==> src/rtl/bed_pkg.sv <==
// Types and constants for the binary edge detector.
`default_nettype none

package bed_pkg;

  localparam int unsigned CHAN_W     = 8;
  localparam int unsigned SUM_W      = 10;
  localparam int unsigned FW_W       = 9;
  localparam int unsigned THR_W      = 10;
  localparam int unsigned CFG_DATA_W = 10;
  localparam int unsigned CFG_IDX_W  = 1;
  localparam int unsigned MIN_WIDTH  = 2;

  typedef logic [CHAN_W-1:0]     chan_t;
  typedef logic [CFG_IDX_W-1:0]  cfg_idx_t;
  typedef logic [CFG_DATA_W-1:0] cfg_data_t;
  typedef logic [FW_W-1:0]       frame_width_t;
  typedef logic [THR_W-1:0]      threshold_t;

  // Register indexes
  localparam cfg_idx_t CFG_FRAME_WIDTH      = 1'd0;
  localparam cfg_idx_t CFG_BRIGHT_THRESHOLD = 1'd1;

  // Register reset values
  localparam frame_width_t FRAME_WIDTH_RST = 9'd256;
  localparam threshold_t   THRESHOLD_RST   = 10'd384;

  // Request kinds
  localparam logic MODE_PIXEL = 1'b0;
  localparam logic MODE_FLUSH = 1'b1;

  // Result codes
  localparam chan_t EDGE_MARK = 8'd0;
  localparam chan_t EDGE_NONE = 8'd255;

  // One pixel request as held in the input register
  typedef struct packed {
    logic  mode;
    chan_t red;
    chan_t green;
    chan_t blue;
    logic  frame_end;
  } pix_t;

endpackage

`default_nettype wire

==> src/rtl/bed_if.sv <==
// Request and result channel interfaces of the binary edge detector.
`default_nettype none

interface bed_pix_if;
  import bed_pkg::*;

  logic  valid;
  logic  ready;
  logic  mode;
  chan_t red;
  chan_t green;
  chan_t blue;
  logic  frame_end;

  modport source (output valid, mode, red, green, blue, frame_end, input ready);
  modport sink   (input valid, mode, red, green, blue, frame_end, output ready);
endinterface

interface bed_res_if;
  import bed_pkg::*;

  logic  valid;
  logic  ready;
  chan_t edge_value;
  logic  frame_done;

  modport source (output valid, edge_value, frame_done, input ready);
  modport sink   (input valid, edge_value, frame_done, output ready);
endinterface

`default_nettype wire

==> src/rtl/binary_edge_detector.sv <==
// Binary edge detector: threshold RGB pixels and mark edges against their neighbours.
//
// Usage:
//   pix_i takes pixel requests in raster order (mode pixel) and, after the
//   request flagged frame_end, one flush request per column of the last row.
//   res_o gives edge_value (0 on an edge, 255 elsewhere) and frame_done on
//   the last flush result. The first row of a frame gives no results; each
//   later pixel gives the result for the pixel above it.
//   The user must write registers frame_width and bright_threshold through the
//   cfg_* port only while the block is idle; the block does not enforce this.
// Timing:
//   One request per cycle sustained while results are taken. A request is held
//   in the input register and its result in the result register. The line
//   store is read ahead at the next column, with bypass of the write under way.
// Reset:
//   Registers return to 256 and 384, the line reads as all black through a
//   fill count, so no clearing pass is needed.
// Back-pressure:
//   A stalled result holds in the result register; the input register still
//   takes one more request, then ready drops until the result is taken.
`default_nettype none

module binary_edge_detector #(
  parameter int unsigned MAX_WIDTH = 256
) (
  input  logic                clk_i,
  input  logic                rst_ni,
  input  logic                cfg_we_i,
  input  bed_pkg::cfg_idx_t   cfg_idx_i,
  input  bed_pkg::cfg_data_t  cfg_data_i,
  bed_pix_if.sink             pix_i,
  bed_res_if.source           res_o
);
  import bed_pkg::*;

  localparam int unsigned AW = $clog2(MAX_WIDTH);
  localparam int unsigned CW = $clog2(MAX_WIDTH + 1);
  localparam int unsigned WW = (CW > FW_W) ? CW : FW_W;

  typedef logic [CW-1:0] col_t;
  typedef logic [AW-1:0] addr_t;

  // Clamp the programmed width to the supported range
  function automatic col_t clamp_width(input frame_width_t fw);
    logic [WW-1:0] fwx;
    col_t          w;
    fwx = WW'(fw);
    if (fwx < WW'(MIN_WIDTH)) begin
      w = CW'(MIN_WIDTH);
    end else if (fwx > WW'(MAX_WIDTH)) begin
      w = CW'(MAX_WIDTH);
    end else begin
      w = CW'(fwx);
    end
    return w;
  endfunction

  frame_width_t fw_q, fw_d;
  threshold_t   thr_q, thr_d;
  col_t         width_cur, width_nx;

  logic s1_valid_q, s1_valid_d;
  pix_t s1_q;
  logic s1_adv;

  col_t col_q, col_d, col_eff, col_inc, nx_eff, nx_inc;
  col_t fill_q, fill_d;
  logic flushing_q, flushing_d;
  logic past_q, past_d;

  logic [SUM_W-1:0] sum;
  logic             pix_bit;
  logic             is_flush;
  logic             has_right, last_col, diff_right;
  logic             wr_en;
  addr_t            wr_addr, rd0_addr, rd1_addr;

  logic  line_mem_q [MAX_WIDTH];
  logic  rd0_raw_q, rd1_raw_q;
  logic  fwd0_q, fwd1_q, fwd_bit_q, vld0_q, vld1_q;
  logic  rd0, rd1;

  logic  res_load, res_edge, res_done;
  logic  res_valid_q, res_valid_d;
  chan_t res_value_q;
  logic  res_done_q;

  // Decode register writes
  always_comb begin
    fw_d  = fw_q;
    thr_d = thr_q;
    if (cfg_we_i) begin
      unique case (cfg_idx_i)
        CFG_FRAME_WIDTH:      fw_d  = cfg_data_i[FW_W-1:0];
        CFG_BRIGHT_THRESHOLD: thr_d = cfg_data_i[THR_W-1:0];
        default: ;
      endcase
    end
  end

  assign width_cur = clamp_width(fw_q);
  assign width_nx  = clamp_width(fw_d);

  // Advance the input register when the result register can take its output
  assign s1_adv      = s1_valid_q && (!res_valid_q || res_o.ready);
  assign pix_i.ready = !s1_valid_q || s1_adv;

  always_comb begin
    s1_valid_d = s1_valid_q;
    if (pix_i.valid && pix_i.ready) begin
      s1_valid_d = 1'b1;
    end else if (s1_adv) begin
      s1_valid_d = 1'b0;
    end
  end

  // Restart the column when the width has shrunk below it
  assign col_eff    = (col_q >= width_cur) ? '0 : col_q;
  assign col_inc    = col_eff + CW'(1);
  assign has_right  = col_inc < width_cur;
  assign last_col   = !has_right;
  assign rd0        = fwd0_q ? fwd_bit_q : (vld0_q & rd0_raw_q);
  assign rd1        = fwd1_q ? fwd_bit_q : (vld1_q & rd1_raw_q);
  assign diff_right = has_right && (rd1 != rd0);

  // Binarise the pixel
  assign sum      = SUM_W'(s1_q.red) + SUM_W'(s1_q.green) + SUM_W'(s1_q.blue);
  assign pix_bit  = sum > thr_q;
  assign is_flush = (s1_q.mode == MODE_FLUSH);
  assign wr_addr  = col_eff[AW-1:0];

  // Handle the request in the input register
  always_comb begin
    col_d      = col_q;
    flushing_d = flushing_q;
    past_d     = past_q;
    wr_en      = 1'b0;
    res_load   = 1'b0;
    res_edge   = 1'b0;
    res_done   = 1'b0;
    if (s1_adv) begin
      col_d = col_eff;
      if (is_flush) begin
        if (flushing_q) begin
          res_load = 1'b1;
          res_edge = diff_right;
          res_done = last_col;
          if (last_col) begin
            col_d      = '0;
            flushing_d = 1'b0;
            past_d     = 1'b0;
          end else begin
            col_d = col_inc;
          end
        end
      end else if (!flushing_q) begin
        wr_en = 1'b1;
        if (past_q) begin
          res_load = 1'b1;
          res_edge = (rd0 != pix_bit) || diff_right;
        end
        if (s1_q.frame_end) begin
          flushing_d = 1'b1;
          col_d      = '0;
        end else if (last_col) begin
          col_d  = '0;
          past_d = 1'b1;
        end else begin
          col_d = col_inc;
        end
      end
    end
  end

  // Extend the written prefix of the line store
  always_comb begin
    fill_d = fill_q;
    if (wr_en && (col_eff == fill_q)) begin
      fill_d = fill_q + CW'(1);
    end
  end

  // Prefetch addresses for the column the next request will use
  assign nx_eff   = (col_d >= width_nx) ? '0 : col_d;
  assign nx_inc   = nx_eff + CW'(1);
  assign rd0_addr = nx_eff[AW-1:0];
  assign rd1_addr = nx_inc[AW-1:0];

  always_comb begin
    res_valid_d = res_valid_q;
    if (res_load) begin
      res_valid_d = 1'b1;
    end else if (res_o.ready) begin
      res_valid_d = 1'b0;
    end
  end

  // Control registers
  always_ff @(posedge clk_i or negedge rst_ni) begin
    if (!rst_ni) begin
      fw_q        <= FRAME_WIDTH_RST;
      thr_q       <= THRESHOLD_RST;
      s1_valid_q  <= 1'b0;
      col_q       <= '0;
      fill_q      <= '0;
      flushing_q  <= 1'b0;
      past_q      <= 1'b0;
      res_valid_q <= 1'b0;
    end else begin
      fw_q        <= fw_d;
      thr_q       <= thr_d;
      s1_valid_q  <= s1_valid_d;
      col_q       <= col_d;
      fill_q      <= fill_d;
      flushing_q  <= flushing_d;
      past_q      <= past_d;
      res_valid_q <= res_valid_d;
    end
  end

  // Capture the request
  always_ff @(posedge clk_i) begin
    if (pix_i.valid && pix_i.ready) begin
      s1_q <= '{mode: pix_i.mode, red: pix_i.red, green: pix_i.green,
                blue: pix_i.blue, frame_end: pix_i.frame_end};
    end
  end

  // Line store: one write, two registered reads, bypass of the same-cycle write
  always_ff @(posedge clk_i) begin
    if (wr_en) begin
      line_mem_q[wr_addr] <= pix_bit;
    end
    rd0_raw_q <= line_mem_q[rd0_addr];
    rd1_raw_q <= line_mem_q[rd1_addr];
    fwd0_q    <= wr_en && (wr_addr == rd0_addr);
    fwd1_q    <= wr_en && (wr_addr == rd1_addr);
    fwd_bit_q <= pix_bit;
    vld0_q    <= nx_eff < fill_q;
    vld1_q    <= nx_inc < fill_q;
  end

  // Result register payload
  always_ff @(posedge clk_i) begin
    if (res_load) begin
      res_value_q <= res_edge ? EDGE_MARK : EDGE_NONE;
      res_done_q  <= res_done;
    end
  end

  assign res_o.valid      = res_valid_q;
  assign res_o.edge_value = res_value_q;
  assign res_o.frame_done = res_done_q;

endmodule

`default_nettype wire

==> src/flat_wrapper.sv <==
// flat-port wrapper written by rule: the top's interface ports become plain ports
module binary_edge_detector_flat import bed_pkg::*;
#(
  parameter int unsigned MAX_WIDTH = 256
)
  (clk_i, rst_ni, cfg_we_i, cfg_idx_i, cfg_data_i, pix_i_valid, pix_i_mode, pix_i_red, pix_i_green, pix_i_blue, pix_i_frame_end, pix_i_ready, res_o_valid, res_o_edge_value, res_o_frame_done, res_o_ready);
  bed_pix_if pix_i_i ();
  bed_res_if res_o_i ();
  input  logic clk_i;
  input  logic rst_ni;
  input  logic cfg_we_i;
  input  bed_pkg::cfg_idx_t cfg_idx_i;
  input  bed_pkg::cfg_data_t cfg_data_i;
  input wire logic [$bits(pix_i_i.valid)-1:0] pix_i_valid;
  input wire logic [$bits(pix_i_i.mode)-1:0] pix_i_mode;
  input wire logic [$bits(pix_i_i.red)-1:0] pix_i_red;
  input wire logic [$bits(pix_i_i.green)-1:0] pix_i_green;
  input wire logic [$bits(pix_i_i.blue)-1:0] pix_i_blue;
  input wire logic [$bits(pix_i_i.frame_end)-1:0] pix_i_frame_end;
  output wire logic [$bits(pix_i_i.ready)-1:0] pix_i_ready;
  output wire logic [$bits(res_o_i.valid)-1:0] res_o_valid;
  output wire logic [$bits(res_o_i.edge_value)-1:0] res_o_edge_value;
  output wire logic [$bits(res_o_i.frame_done)-1:0] res_o_frame_done;
  input wire logic [$bits(res_o_i.ready)-1:0] res_o_ready;
  assign pix_i_i.valid = pix_i_valid;
  assign pix_i_i.mode = pix_i_mode;
  assign pix_i_i.red = pix_i_red;
  assign pix_i_i.green = pix_i_green;
  assign pix_i_i.blue = pix_i_blue;
  assign pix_i_i.frame_end = pix_i_frame_end;
  assign pix_i_ready = pix_i_i.ready;
  assign res_o_valid = res_o_i.valid;
  assign res_o_edge_value = res_o_i.edge_value;
  assign res_o_frame_done = res_o_i.frame_done;
  assign res_o_i.ready = res_o_ready;
  binary_edge_detector #(.MAX_WIDTH(MAX_WIDTH)) u_core (.clk_i(clk_i), .rst_ni(rst_ni), .cfg_we_i(cfg_we_i), .cfg_idx_i(cfg_idx_i), .cfg_data_i(cfg_data_i), .pix_i(pix_i_i), .res_o(res_o_i));
endmodule
==> config.mk <==
export PLATFORM = sky130hd
export DESIGN_NAME = binary_edge_detector_flat
export DESIGN_NICKNAME = d
export VERILOG_FILES = /design/src/rtl/bed_pkg.sv /design/src/rtl/bed_if.sv /design/src/rtl/binary_edge_detector.sv /design/src/flat_wrapper.sv
export SDC_FILE = /design/constraint.sdc
export NUM_CORES = 1
export LEC_CHECK = 0
export ABC_AREA = 1
export BUFFER_PORTS_ARGS = -buffer_cell sky130_fd_sc_hd__buf_2
export CORE_UTILIZATION = 45
export CTS_CLUSTER_SIZE = 12
export DETAILED_ROUTE_END_ITERATION = 8
export SLEW_MARGIN = 10
export SYNTH_ARGS = -nofsm -noshare
export SYNTH_HDL_FRONTEND = slang
export SYNTH_SLANG_ARGS = --single-unit
==> constraint.sdc <==
create_clock -name clk_i -period 8.8 [get_ports clk_i]
set_clock_uncertainty 0.1 [all_clocks]
set_input_delay 1.76 -clock clk_i [delete_from_list [all_inputs] [get_ports clk_i]]
set_output_delay 1.76 -clock clk_i [all_outputs]
set_load 0.01 [all_outputs]
# Word level (Yosys, flattened, before mapping)
# Memory sizes are Yosys's and may differ from the RTL's. A register that Yosys moved wholly into a read port is not among the register bits.
# Cells that the tools add are included.
# W data, S select, Z words.
[totals]
ff_bits = 81
latchBits = 0
ram_bits = 256
rom_bits = 0
inputBits = 42
out_inout_bits = 11
word_cells = 112
mem_count = 1
[memory_table]
columns = ["name", "depth", "width", "read_ports", "rd_ports_with_merged_regs", "write_ports", "line_no", "rtl"]
rows = [
  ["u_core.line_mem_q", 256, 1, 2, 2, 1, "binary_edge_detector.sv:78", "logic line_mem_q [MAX_WIDTH];"],
]
[op_classes]
n_addsub = 5
multipliers = 0
n_div = 0
n_lt_le_gt_ge = 10
n_eq_ne = 10
n_shift = 0
mux = 47
bitwise_logic = 2
n_reduce_logical = 17
[op_table]
columns = ["operator", "count"]
rows = [
  ["$mux W9", 14],
  ["$mux W1", 32],
  ["$add A9 B1 Y9 const B", 3],
  ["$lt A9 B9 Y1", 3],
  ["$ge A9 B9 Y1", 2],
  ["$gt A9 B9 Y1 const B", 2],
  ["$lt A9 B2 Y1 const B", 2],
  ["$eq A8 B8 Y1", 2],
  ["$add A10 B8 Y10", 1],
  ["$gt A10 B10 Y1", 1],
  ["$add A8 B8 Y9", 1],
  ["$eq A9 B9 Y1", 1],
  ["$mux W8", 1],
  ["$logic_and A1 B1 Y1", 6],
  ["$ne A2 B2 Y1 const B", 3],
  ["$reduce_and A6 Y1", 1],
  ["$ne A2 B1 Y1 const B", 2],
  ["$reduce_bool A2 Y1", 2],
  ["$logic_not A1 Y1", 3],
  ["$logic_or A1 B1 Y1", 3],
  ["$reduce_and A3 Y1", 1],
  ["$and A1 B1 Y1", 2],
  ["$ne A1 B1 Y1", 2],
  ["$reduce_and A2 Y1", 1],
]

# Logic depth before layout (Yosys ltp)
# Gate-level depths: netlist of run 1.
[depth]
depth_word = 17
depth_mapped = 60
mapped_depth_nobuf = 56

# Worst setup path after synthesis of run 1
# No wires, ideal clock.
[synth_path]
kind = "flip-flop to flip-flop"
from = "register u_core.fw_q[6]"
to = "register u_core.fwd1_q"
setup_ps = 64
arrival_ps = 7614
t_required_ps = 8636
setup_slack_ps = 1022
stages_incl_launch_ff = 53
cell_sequence = "dfrtp_1 -> or2_1 -> nor3_1 -> inv_1 -> o21ai_1 -> o21ai_0 -> ha_1 -> nand2_1 -> inv_1 -> o211ai_1 -> nand3_1 -> nand2_2 -> buf_6 -> inv_2 -> nor2_1 -> inv_2 -> nor2_1 -> nand2_1 -> [17 not listed] -> nor2_1 -> nand2_1 -> o2111ai_1 -> a31oi_2 -> inv_1 -> nor2_2 -> clkbuf_1 -> ha_1 -> clkbuf_1 -> inv_1 -> clkbuf_1 -> clkbuf_1 -> nor2_1 -> nor4_1 -> nand3_1 -> nor2_1 -> nand2_1 -> nor2_1"
[synth_via]
elab_chain_len = 17
word_cells_on_any_way = 25
cone_classes = "add/sub: 2; order compare: 7; eq/ne: 1; mux: 14; reduce/logical: 1"
[synth_lines]
columns = ["element", "line_no", "rtl"]
rows = [
  ["from (decl)", "binary_edge_detector.sv:58", "frame_width_t fw_q, fw_d;"],
  ["from (signal assigned)", "binary_edge_detector.sv:210", "fw_q <= fw_d;"],
  ["$gt A9 B9 Y1", "binary_edge_detector.sv:50", "end else if (fwx > WW'(MAX_WIDTH)) begin"],
  ["$mux W9", "binary_edge_detector.sv:50", ""],
  ["$mux W9 *", "binary_edge_detector.sv:48", "if (fwx < WW'(MIN_WIDTH)) begin"],
  ["$ge A9 B9 Y1", "binary_edge_detector.sv:118", "assign col_eff = (col_q >= width_cur) ? '0 : col_q;"],
  ["$mux W9", "binary_edge_detector.sv:118", ""],
  ["$add A9 B1 Y9", "binary_edge_detector.sv:119", "assign col_inc = col_eff + CW'(1);"],
  ["$lt A9 B9 Y1", "binary_edge_detector.sv:120", "assign has_right = col_inc < width_cur;"],
  ["$mux W9", "binary_edge_detector.sv:148, binary_edge_detector.sv:165", ""],
  ["[2 not listed]", "n/a", ""],
  ["$mux W9 *", "binary_edge_detector.sv:143", "if (is_flush) begin"],
  ["$mux W9 *", "binary_edge_detector.sv:141", "if (s1_adv) begin"],
  ["net u_core.col_d[5]", "binary_edge_detector.sv:66", "col_t col_q, col_d, col_eff, col_inc, nx_eff, nx_inc;"],
  ["$ge A9 B9 Y1", "binary_edge_detector.sv:184", "assign nx_eff = (col_d >= width_nx) ? '0 : col_d;"],
  ["$mux W9 *", "binary_edge_detector.sv:184", ""],
  ["$add A9 B1 Y9 *", "binary_edge_detector.sv:185", "assign nx_inc = nx_eff + CW'(1);"],
  ["$eq A8 B8 Y1 *", "binary_edge_detector.sv:237", "fwd1_q <= wr_en && (wr_addr == rd1_addr);"],
  ["$logic_and A1 B1 Y1 *", "binary_edge_detector.sv:237", ""],
  ["to (signal assigned)", "binary_edge_detector.sv:237", ""],
  ["to (decl)", "binary_edge_detector.sv:80", "logic fwd0_q, fwd1_q, fwd_bit_q, vld0_q, vld1_q;"],
]
# Mark *: on every way through the listed nets, which the timed path passes. The rest lies on a longest branch.
# A chain may end at the register's enable or synchronous reset.

# Worst setup path after layout of run 1
[layout_path]
from = "register u_core.fw_q[6]"
to = "register u_core.rd1_raw_q, read port of u_core.line_mem_q"
[layout_via]
elab_chain_len = 15
word_cells_on_any_way = 23
cone_classes = "add/sub: 2; order compare: 7; mux: 14"
[layout_lines]
columns = ["element", "line_no", "rtl"]
rows = [
  ["$gt A9 B9 Y1", "binary_edge_detector.sv:50", ""],
  ["$mux W9", "binary_edge_detector.sv:50", ""],
  ["$mux W9 *", "binary_edge_detector.sv:48", ""],
  ["$ge A9 B9 Y1", "binary_edge_detector.sv:118", ""],
  ["$mux W9", "binary_edge_detector.sv:118", ""],
  ["$add A9 B1 Y9", "binary_edge_detector.sv:119", ""],
  ["$lt A9 B9 Y1", "binary_edge_detector.sv:120", ""],
  ["$mux W9", "binary_edge_detector.sv:148, binary_edge_detector.sv:165", ""],
  ["$mux W9", "binary_edge_detector.sv:162", "if (s1_q.frame_end) begin"],
  ["$mux W9", "binary_edge_detector.sv:156", "end else if (!flushing_q) begin"],
  ["$mux W9 *", "binary_edge_detector.sv:143", ""],
  ["$mux W9 *", "binary_edge_detector.sv:141", ""],
  ["net u_core.col_d[8]", "binary_edge_detector.sv:66", ""],
  ["$ge A9 B9 Y1 *", "binary_edge_detector.sv:184", ""],
  ["$mux W9 *", "binary_edge_detector.sv:184", ""],
  ["$add A9 B1 Y9 *", "binary_edge_detector.sv:185", ""],
  ["to (decl)", "binary_edge_detector.sv:79", "logic rd0_raw_q, rd1_raw_q;"],
]
# Marked as above.

==> results of run 1 <==
[cell families after synthesis]
| logic type | synth area share [%] |
|---|---|
| xor gates and xnor gates | 1.553 |
| buffers and inverters | 9.987 |
| DFF | 46.49 |
| AOI/OAI and AO/OA | 6.730 |
| adders and majority gates | 4.511 |
| and+or+nand+nor | 30.73 |
[layout make-up]
class,instances,share of cell area (%)
Clock inverter,16,0.8154
Clock buffer,56,4.833
Tap cell,600,3.262
Timing Repair Buffer,105,3.397
Sequential cell,332,42.13
Inverter,355,5.838
Multi-Input combinational cell,1798,39.72
[metal layers]
metal / vias up / global-route usage, % / share of wire, %
met5: - / 0 / 0
met4: 0 / 11.22 / 3.8
met2: 1002 / 44.56 / 44
met1: 9084 / 40.76 / 43
li1: 8806 / - / -
met3: 179 / 4.179 / 9.3
[placed cells by master (no fill, tap or decap), drive strengths merged, types with 9 or more instances in the layout]
cell type,count
ha,72
nand2,561
o211ai,51
nand4,99
buf,104
dfrtp,38
nor3,9
inv,356
o21ai,92
clkinv,10
edfxtp,284
nand3,443
xor2,30
clkbuf,57
a21oi,70
nor2,324
[registers in the layout, summed over array words and instances, names as in the netlist, 9 cells and up]
register / flops
u_core.col_q: 9
u_core.line_mem_q: 256
u_core.fill_q: 9
u_core.thr_q: 10
u_core.s1_q: 25
u_core.fw_q: 9
[what timing repair did]
action / 4_1_cts / 5_1_grt
setup buffers: 0 / 5
resized for setup: 0 / 16
endpoints found under the setup margin: 0 / 5
[stage by stage]
stage | hold slack (ns) | util (%) | instance area (um^2) | setup WS [ns] | std cells
finish | 0.3664 | 50.50 | 23020 | 0.8408 | 3262
global route | 0.3966 | 50.50 | 23020 | 0.05641 | 3262
CTS | 0.3717 | 50.24 | 22900 | 0.06364 | 3256
detailed placement | 0.3566 | 47.39 | 21600 | 0.09021 | 3184
global placement | 0.3566 | 47.39 | 21600 | 0.2246 | 3184
floorplan | 0.3416 | - | 20860 | 1.022 | 2651
[Yosys cell counts, types with 5 or more instances]
library cell	count	area, um^2
inv_1	339	1272
xnor2_1	7	61.31
nand3_1	438	2192
buf_2	51	255.2
buf_1	6	22.52
nor3_1	9	45.04
a21oi_1	68	340.3
dfxtp_1	7	140.1
nor2_1	320	1201
o21bai_1	6	45.04
inv_2	15	56.30
buf_4	13	97.59
dfrtp_1	38	950.9
nor4_1	6	37.54
o21ai_0	83	415.4
clkbuf_1	94	352.8
nand3b_1	5	37.54
nand2_1	546	2049
o211ai_1	51	382.9
o21ai_1	5	25.02
nand2_2	13	81.33
nand4_1	99	619.3
edfxtp_1	284	8528
xor2_1	30	262.8
ha_1	72	900.9
[worst max-delay path by stage]
| stage | slack [ns] | end | cells after the start |
|---|---|---|---|
| final | 0.84 | u_core.rd1_raw_q$_DFF_P_ | 49 |
| after global routing | 0.06 | u_core.vld1_q$_DFF_P_ | 52 |
| after CTS | 0.06 | u_core.rd0_raw_q$_DFF_P_ | 48 |
| after detailed placement | 0.09 | u_core.rd0_raw_q$_DFF_P_ | 48 |
| after global placement | 0.22 | u_core.rd0_raw_q$_DFF_P_ | 48 |
| after floorplan | 1.02 | u_core.fwd1_q$_DFF_P_ | 52 |
[worst max-delay path: cells and delay by family, from the launching register on]
| kind | cells | cell delay (ns) |
|---|---|---|
| and+or+nand+nor | 31 | 3.70 |
| DFF | 1 | 0.39 |
| buffers and inverters | 6 | 1.07 |
| adders and majority gates | 3 | 0.96 |
| AOI/OAI and AO/OA | 9 | 1.61 |
==> impl_metrics.env, run 1 <==
export IMPL_fin_crit_sh_pct=90.45
export IMPL_antennaDiodeCount=0
export IMPL_crit_top_cell="nand2_1"
export IMPL_crit_path_start="u_core.fw_q[6]$_DFF_PN0_"
export IMPL_row_count=78
export IMPL_clk_transition_reported_paths_ns=0.06
export IMPL_startpoint_type="flip-flop"
export IMPL_setup_tns_final_ns=0
export IMPL_port_buffers=52
export IMPL_synth_edf_count=284
export IMPL_worstReg2RegEnd="u_core.rd1_raw_q$_DFF_P_"
export IMPL_cp_required_ns=9.17
export IMPL_io_pins=53
export IMPL_max_slew_margin_rel_pct=16.15
export IMPL_grt_pass1_vias=18030
export IMPL_grt_overflow_total=0
export IMPL_synth_seq_area_share_pct=46.49
export IMPL_die_y_um=217.3
export IMPL_worstPathArrival_ns=8.33
export IMPL_crit_path_top_delay_cell="dfrtp_1"
export IMPL_vias=19070
export IMPL_dieWidth_um=217.3
export IMPL_ant_nets=0
export IMPL_cts_htree_levels=2
export IMPL_final_nets=2748
export IMPL_synth_ff_type="edfxtp_1"
export IMPL_period_needed_ns=7.959
export IMPL_cts_tree="built"
export IMPL_cts_sinks=332
export IMPL_cts_hold_buffers=0
export IMPL_drt_iter0_markers=2375
export IMPL_root_buffer="clkbuf_16"
export IMPL_grt_usage_pct=28.84
export IMPL_path_max_fanout=41
export IMPL_rsz0062_at_grt="no"
export IMPL_hold_depth=1
export IMPL_clock_path_buffers=3
export IMPL_initial_core_util_pct=45.77
export IMPL_seqCellArea_um2=9698
export IMPL_finalWirelength_um=68260
export IMPL_synth_cell_types=51
export IMPL_slowest_delay_ns=0.39
export IMPL_ys_ff_latch=332
export IMPL_cts_buffers_inserted=40
export IMPL_final_max_slew_viol_count=0
export IMPL_core_um2=45580
export IMPL_clk_latency_ns=0.58
export IMPL_outcome="finished, final reports clean"
export IMPL_tightest_slew_ns=1.255
export IMPL_drv_cap=0
export IMPL_syn_inst=2651
export IMPL_antenna_found_initial=0
export IMPL_grt_pass1_wl_um=104200
export IMPL_area_growth_pct=10.34
export IMPL_globalplace_congestion=0.9308
export IMPL_worstReg2RegStart="u_core.fw_q[6]$_DFF_PN0_"
export IMPL_drive_gt1_share_pct=8.340
export IMPL_min_path_type="reg -> reg"
export IMPL_synth_area_per_cell_um2=7.869
export IMPL_path_class="reg -> reg"
export IMPL_first_pass_iters=7
export IMPL_r2r_cells=49
export IMPL_r2r_slack_ns=0.84
export IMPL_yosysWarnings=0
export IMPL_remaining_drc_errors=0
export IMPL_min_from="u_core.fill_q[2]$_DFFE_PN0P_"
export IMPL_min_to="u_core.fill_q[2]$_DFFE_PN0P_"
export IMPL_hold_viol=0
export IMPL_async_reset_ff_share_pct=12.35
export IMPL_dp_hpwl_um=41430
export IMPL_multi_input_area_um2=9143
export IMPL_die_area_um2=47220
export IMPL_syn_area_um2=20860
export IMPL_routedWlPerCell_um=20.93
export IMPL_grt_start_max_net_pins=258
export IMPL_cp_end_kind="flip-flop"
export IMPL_synth_fp_nets=2767
export IMPL_max_freq_mhz=125.6
export IMPL_setup_violations=0
export IMPL_routed_via_density=5.846
export IMPL_nFillCells=4328
Power of run 1 is not shown: default switching activity piles up to over one toggle a cycle in this logic, so the estimate is an artifact.
==> run 2, diff against run 1 <==
--- a/config.mk
+++ b/config.mk
@@ -10,6 +10,8 @@
 export CORE_UTILIZATION = 45
 export CTS_CLUSTER_SIZE = 12
 export DETAILED_ROUTE_END_ITERATION = 8
+export GPL_TIMING_DRIVEN = 0
+export HOLD_SLACK_MARGIN = 0.03
 export SLEW_MARGIN = 10
 export SYNTH_ARGS = -nofsm -noshare
 export SYNTH_HDL_FRONTEND = slang
==> impl_metrics.env, run 2 (synthesis gave the netlist of run 1 again) <==
export IMPL_met1_usage_pct=56.23
export IMPL_drive_gt1_share_pct=10.91
export IMPL_max_slew_margin_rel_pct=15.87
export IMPL_die_y_um=217.3
export IMPL_ant_nets=0
export IMPL_crit_top_cell="nand2_1"
export IMPL_clk_transition_reported_paths_ns=0.07
export IMPL_period_needed_ns=8.446
export IMPL_nFillCells=4449
export IMPL_setup_tns_final_ns=0
export IMPL_path_class="reg -> reg"
export IMPL_min_path_type="reg -> reg"
export IMPL_r2r_slack_ns=0.35
export IMPL_area_growth_pct=14.04
export IMPL_most_common_layout_cells="nand2_1, nand3_1, inv_1"
export IMPL_routed_via_density=6.197
export IMPL_fin_crit_sh_pct=95.98
export IMPL_antenna_found_initial=3
export IMPL_reg_largest_list="u_core.line_mem_q x256, u_core.s1_q x25, u_core.thr_q x10"
export IMPL_cts_htree_levels=2
export IMPL_cts_hold_buffers=0
export IMPL_outcome="finished, final reports clean"
export IMPL_grtUsageMet2_pct=57.59
export IMPL_startpoint_type="flip-flop"
export IMPL_grtUsageMet3_pct=13.00
export IMPL_initial_core_util_pct=45.77
export IMPL_root_buffer="clkbuf_16"
export IMPL_grt_pass1_vias=19300
export IMPL_cp_end_kind="flip-flop"
export IMPL_max_freq_mhz=118.4
export IMPL_crit_path_top_delay_cell="clkbuf_2"
export IMPL_hold_viol=0
export IMPL_first_pass_iters=6
export IMPL_slowest_delay_ns=0.43
export IMPL_cts_sinks=332
export IMPL_final_common_cell="nand2_1"
export IMPL_final_nets=2880
export IMPL_cp_required_ns=9.23
export IMPL_top_usage_layer="met2"
export IMPL_remaining_drc_errors=0
export IMPL_final_max_slew_viol_count=0
export IMPL_largest_register_ffs=256
export IMPL_max_flop_register="u_core.line_mem_q"
export IMPL_grt_start_max_net_pins=134
export IMPL_hold_ws_ns=0.3703
export IMPL_die_area_um2=47220
export IMPL_dieWidth_um=217.3
export IMPL_routedWlPerCell_um=28.58
export IMPL_grt_usage_pct=40.62
export IMPL_seqCellArea_um2=9698
export IMPL_drv_cap=0
export IMPL_row_count=78
export IMPL_cts_buffers_inserted=39
export IMPL_path_max_fanout=11
export IMPL_cts_tree="built"
export IMPL_core_um2=45580
export IMPL_vias=21050
export IMPL_dp_hpwl_um=67930
export IMPL_io_pins=53
export IMPL_clk_latency_ns=0.58
export IMPL_finalWirelength_um=97090
export IMPL_multi_input_area_um2=9303
export IMPL_worstPathArrival_ns=8.87
export IMPL_globalplace_congestion=1.072
export IMPL_grt_overflow_total=0
export IMPL_clock_path_buffers=3
export IMPL_port_buffers=52
export IMPL_grt_pass1_wl_um=134900
export IMPL_final_core_utilization_pct=52.19
export IMPL_setup_violations=0
export IMPL_tightest_slew_ns=1.262
export IMPL_drt_iter0_markers=3690
-- run 2: cell count changes in the layout (fill, tap and decap cells not counted), sizes merged --
cell,previous run,this run
inv,356,355
buf,104,148
bufinv,4,7
diode,0,2
clkinv,10,12
clkbuf,57,142
-- run 2: cell type report --
cell class              instances  share of cell area (%)
clock inverters                20                   1.183
flip-flops and latches        332                   40.77
diodes                          2                 0.02104
well taps                     600                   3.156
plain buffers                 165                   3.650
multi-input cells            1798                   39.11
inverters                     355                   5.723
repair buffers                 73                   1.909
clock buffers                  52                   4.481
-- run 2: stage by stage --
stage          std cells  instance area (um^2)  setup WS (ns)
6_report            3397                 23790         0.3536
5_1_grt             3395                 23780       -0.06578
4_1_cts             3379                 23410        0.01057
3_5_place_dp        3304                 21910         -2.991
3_3_place_gp        3303                 21870         -2.817
2_1_floorplan       2651                 20860          1.022
-- run 2: worst paths after layout --
kind | from | depth (start not counted) | to
max in group asynchronous | rst_ni | 1 | u_core.thr_q[0]$_DFFE_PN0P_
min in group asynchronous | rst_ni | 1 | u_core.s1_valid_q$_DFFE_PN0P_
max | u_core.fw_q[5]$_DFF_PN0_ | 52 | u_core.rd1_raw_q$_DFF_P_
max reg2reg | u_core.fw_q[5]$_DFF_PN0_ | 52 | u_core.rd1_raw_q$_DFF_P_
min reg2reg | u_core.fill_q[2]$_DFFE_PN0P_ | 1 | u_core.fill_q[2]$_DFFE_PN0P_
min | u_core.fill_q[2]$_DFFE_PN0P_ | 1 | u_core.fill_q[2]$_DFFE_PN0P_
-- run 2: repair_timing --
item | in CTS | in global routing
hold endpoints to repair | 0 | 0
resized for setup | 48 | 91
pin swaps | 1 | 7
buffers inserted | 4 | 16
setup endpoints to repair | 6 | 6
-- run 2: critical path, delay by kind of cell, from the launching register on --
family                   cells  cell delay [ns]
AO/OA/AOI/OAI                4             0.60
adder cells (fa/ha/maj)      4             1.29
buffers and inverters       13             2.05
flip-flops                   1             0.42
AND/OR/NAND/NOR             31             3.89
-- run 2: routing by layer --
layer	up-vias	part of all wire (%)	wire, um
met5	-	0.029	28
met4	4	4.8	4626
met3	321	15	14320
met2	1622	41	39750
met1	10010	40	38370
li1	9093	-	-
Power of run 2 is left out for the same reason.
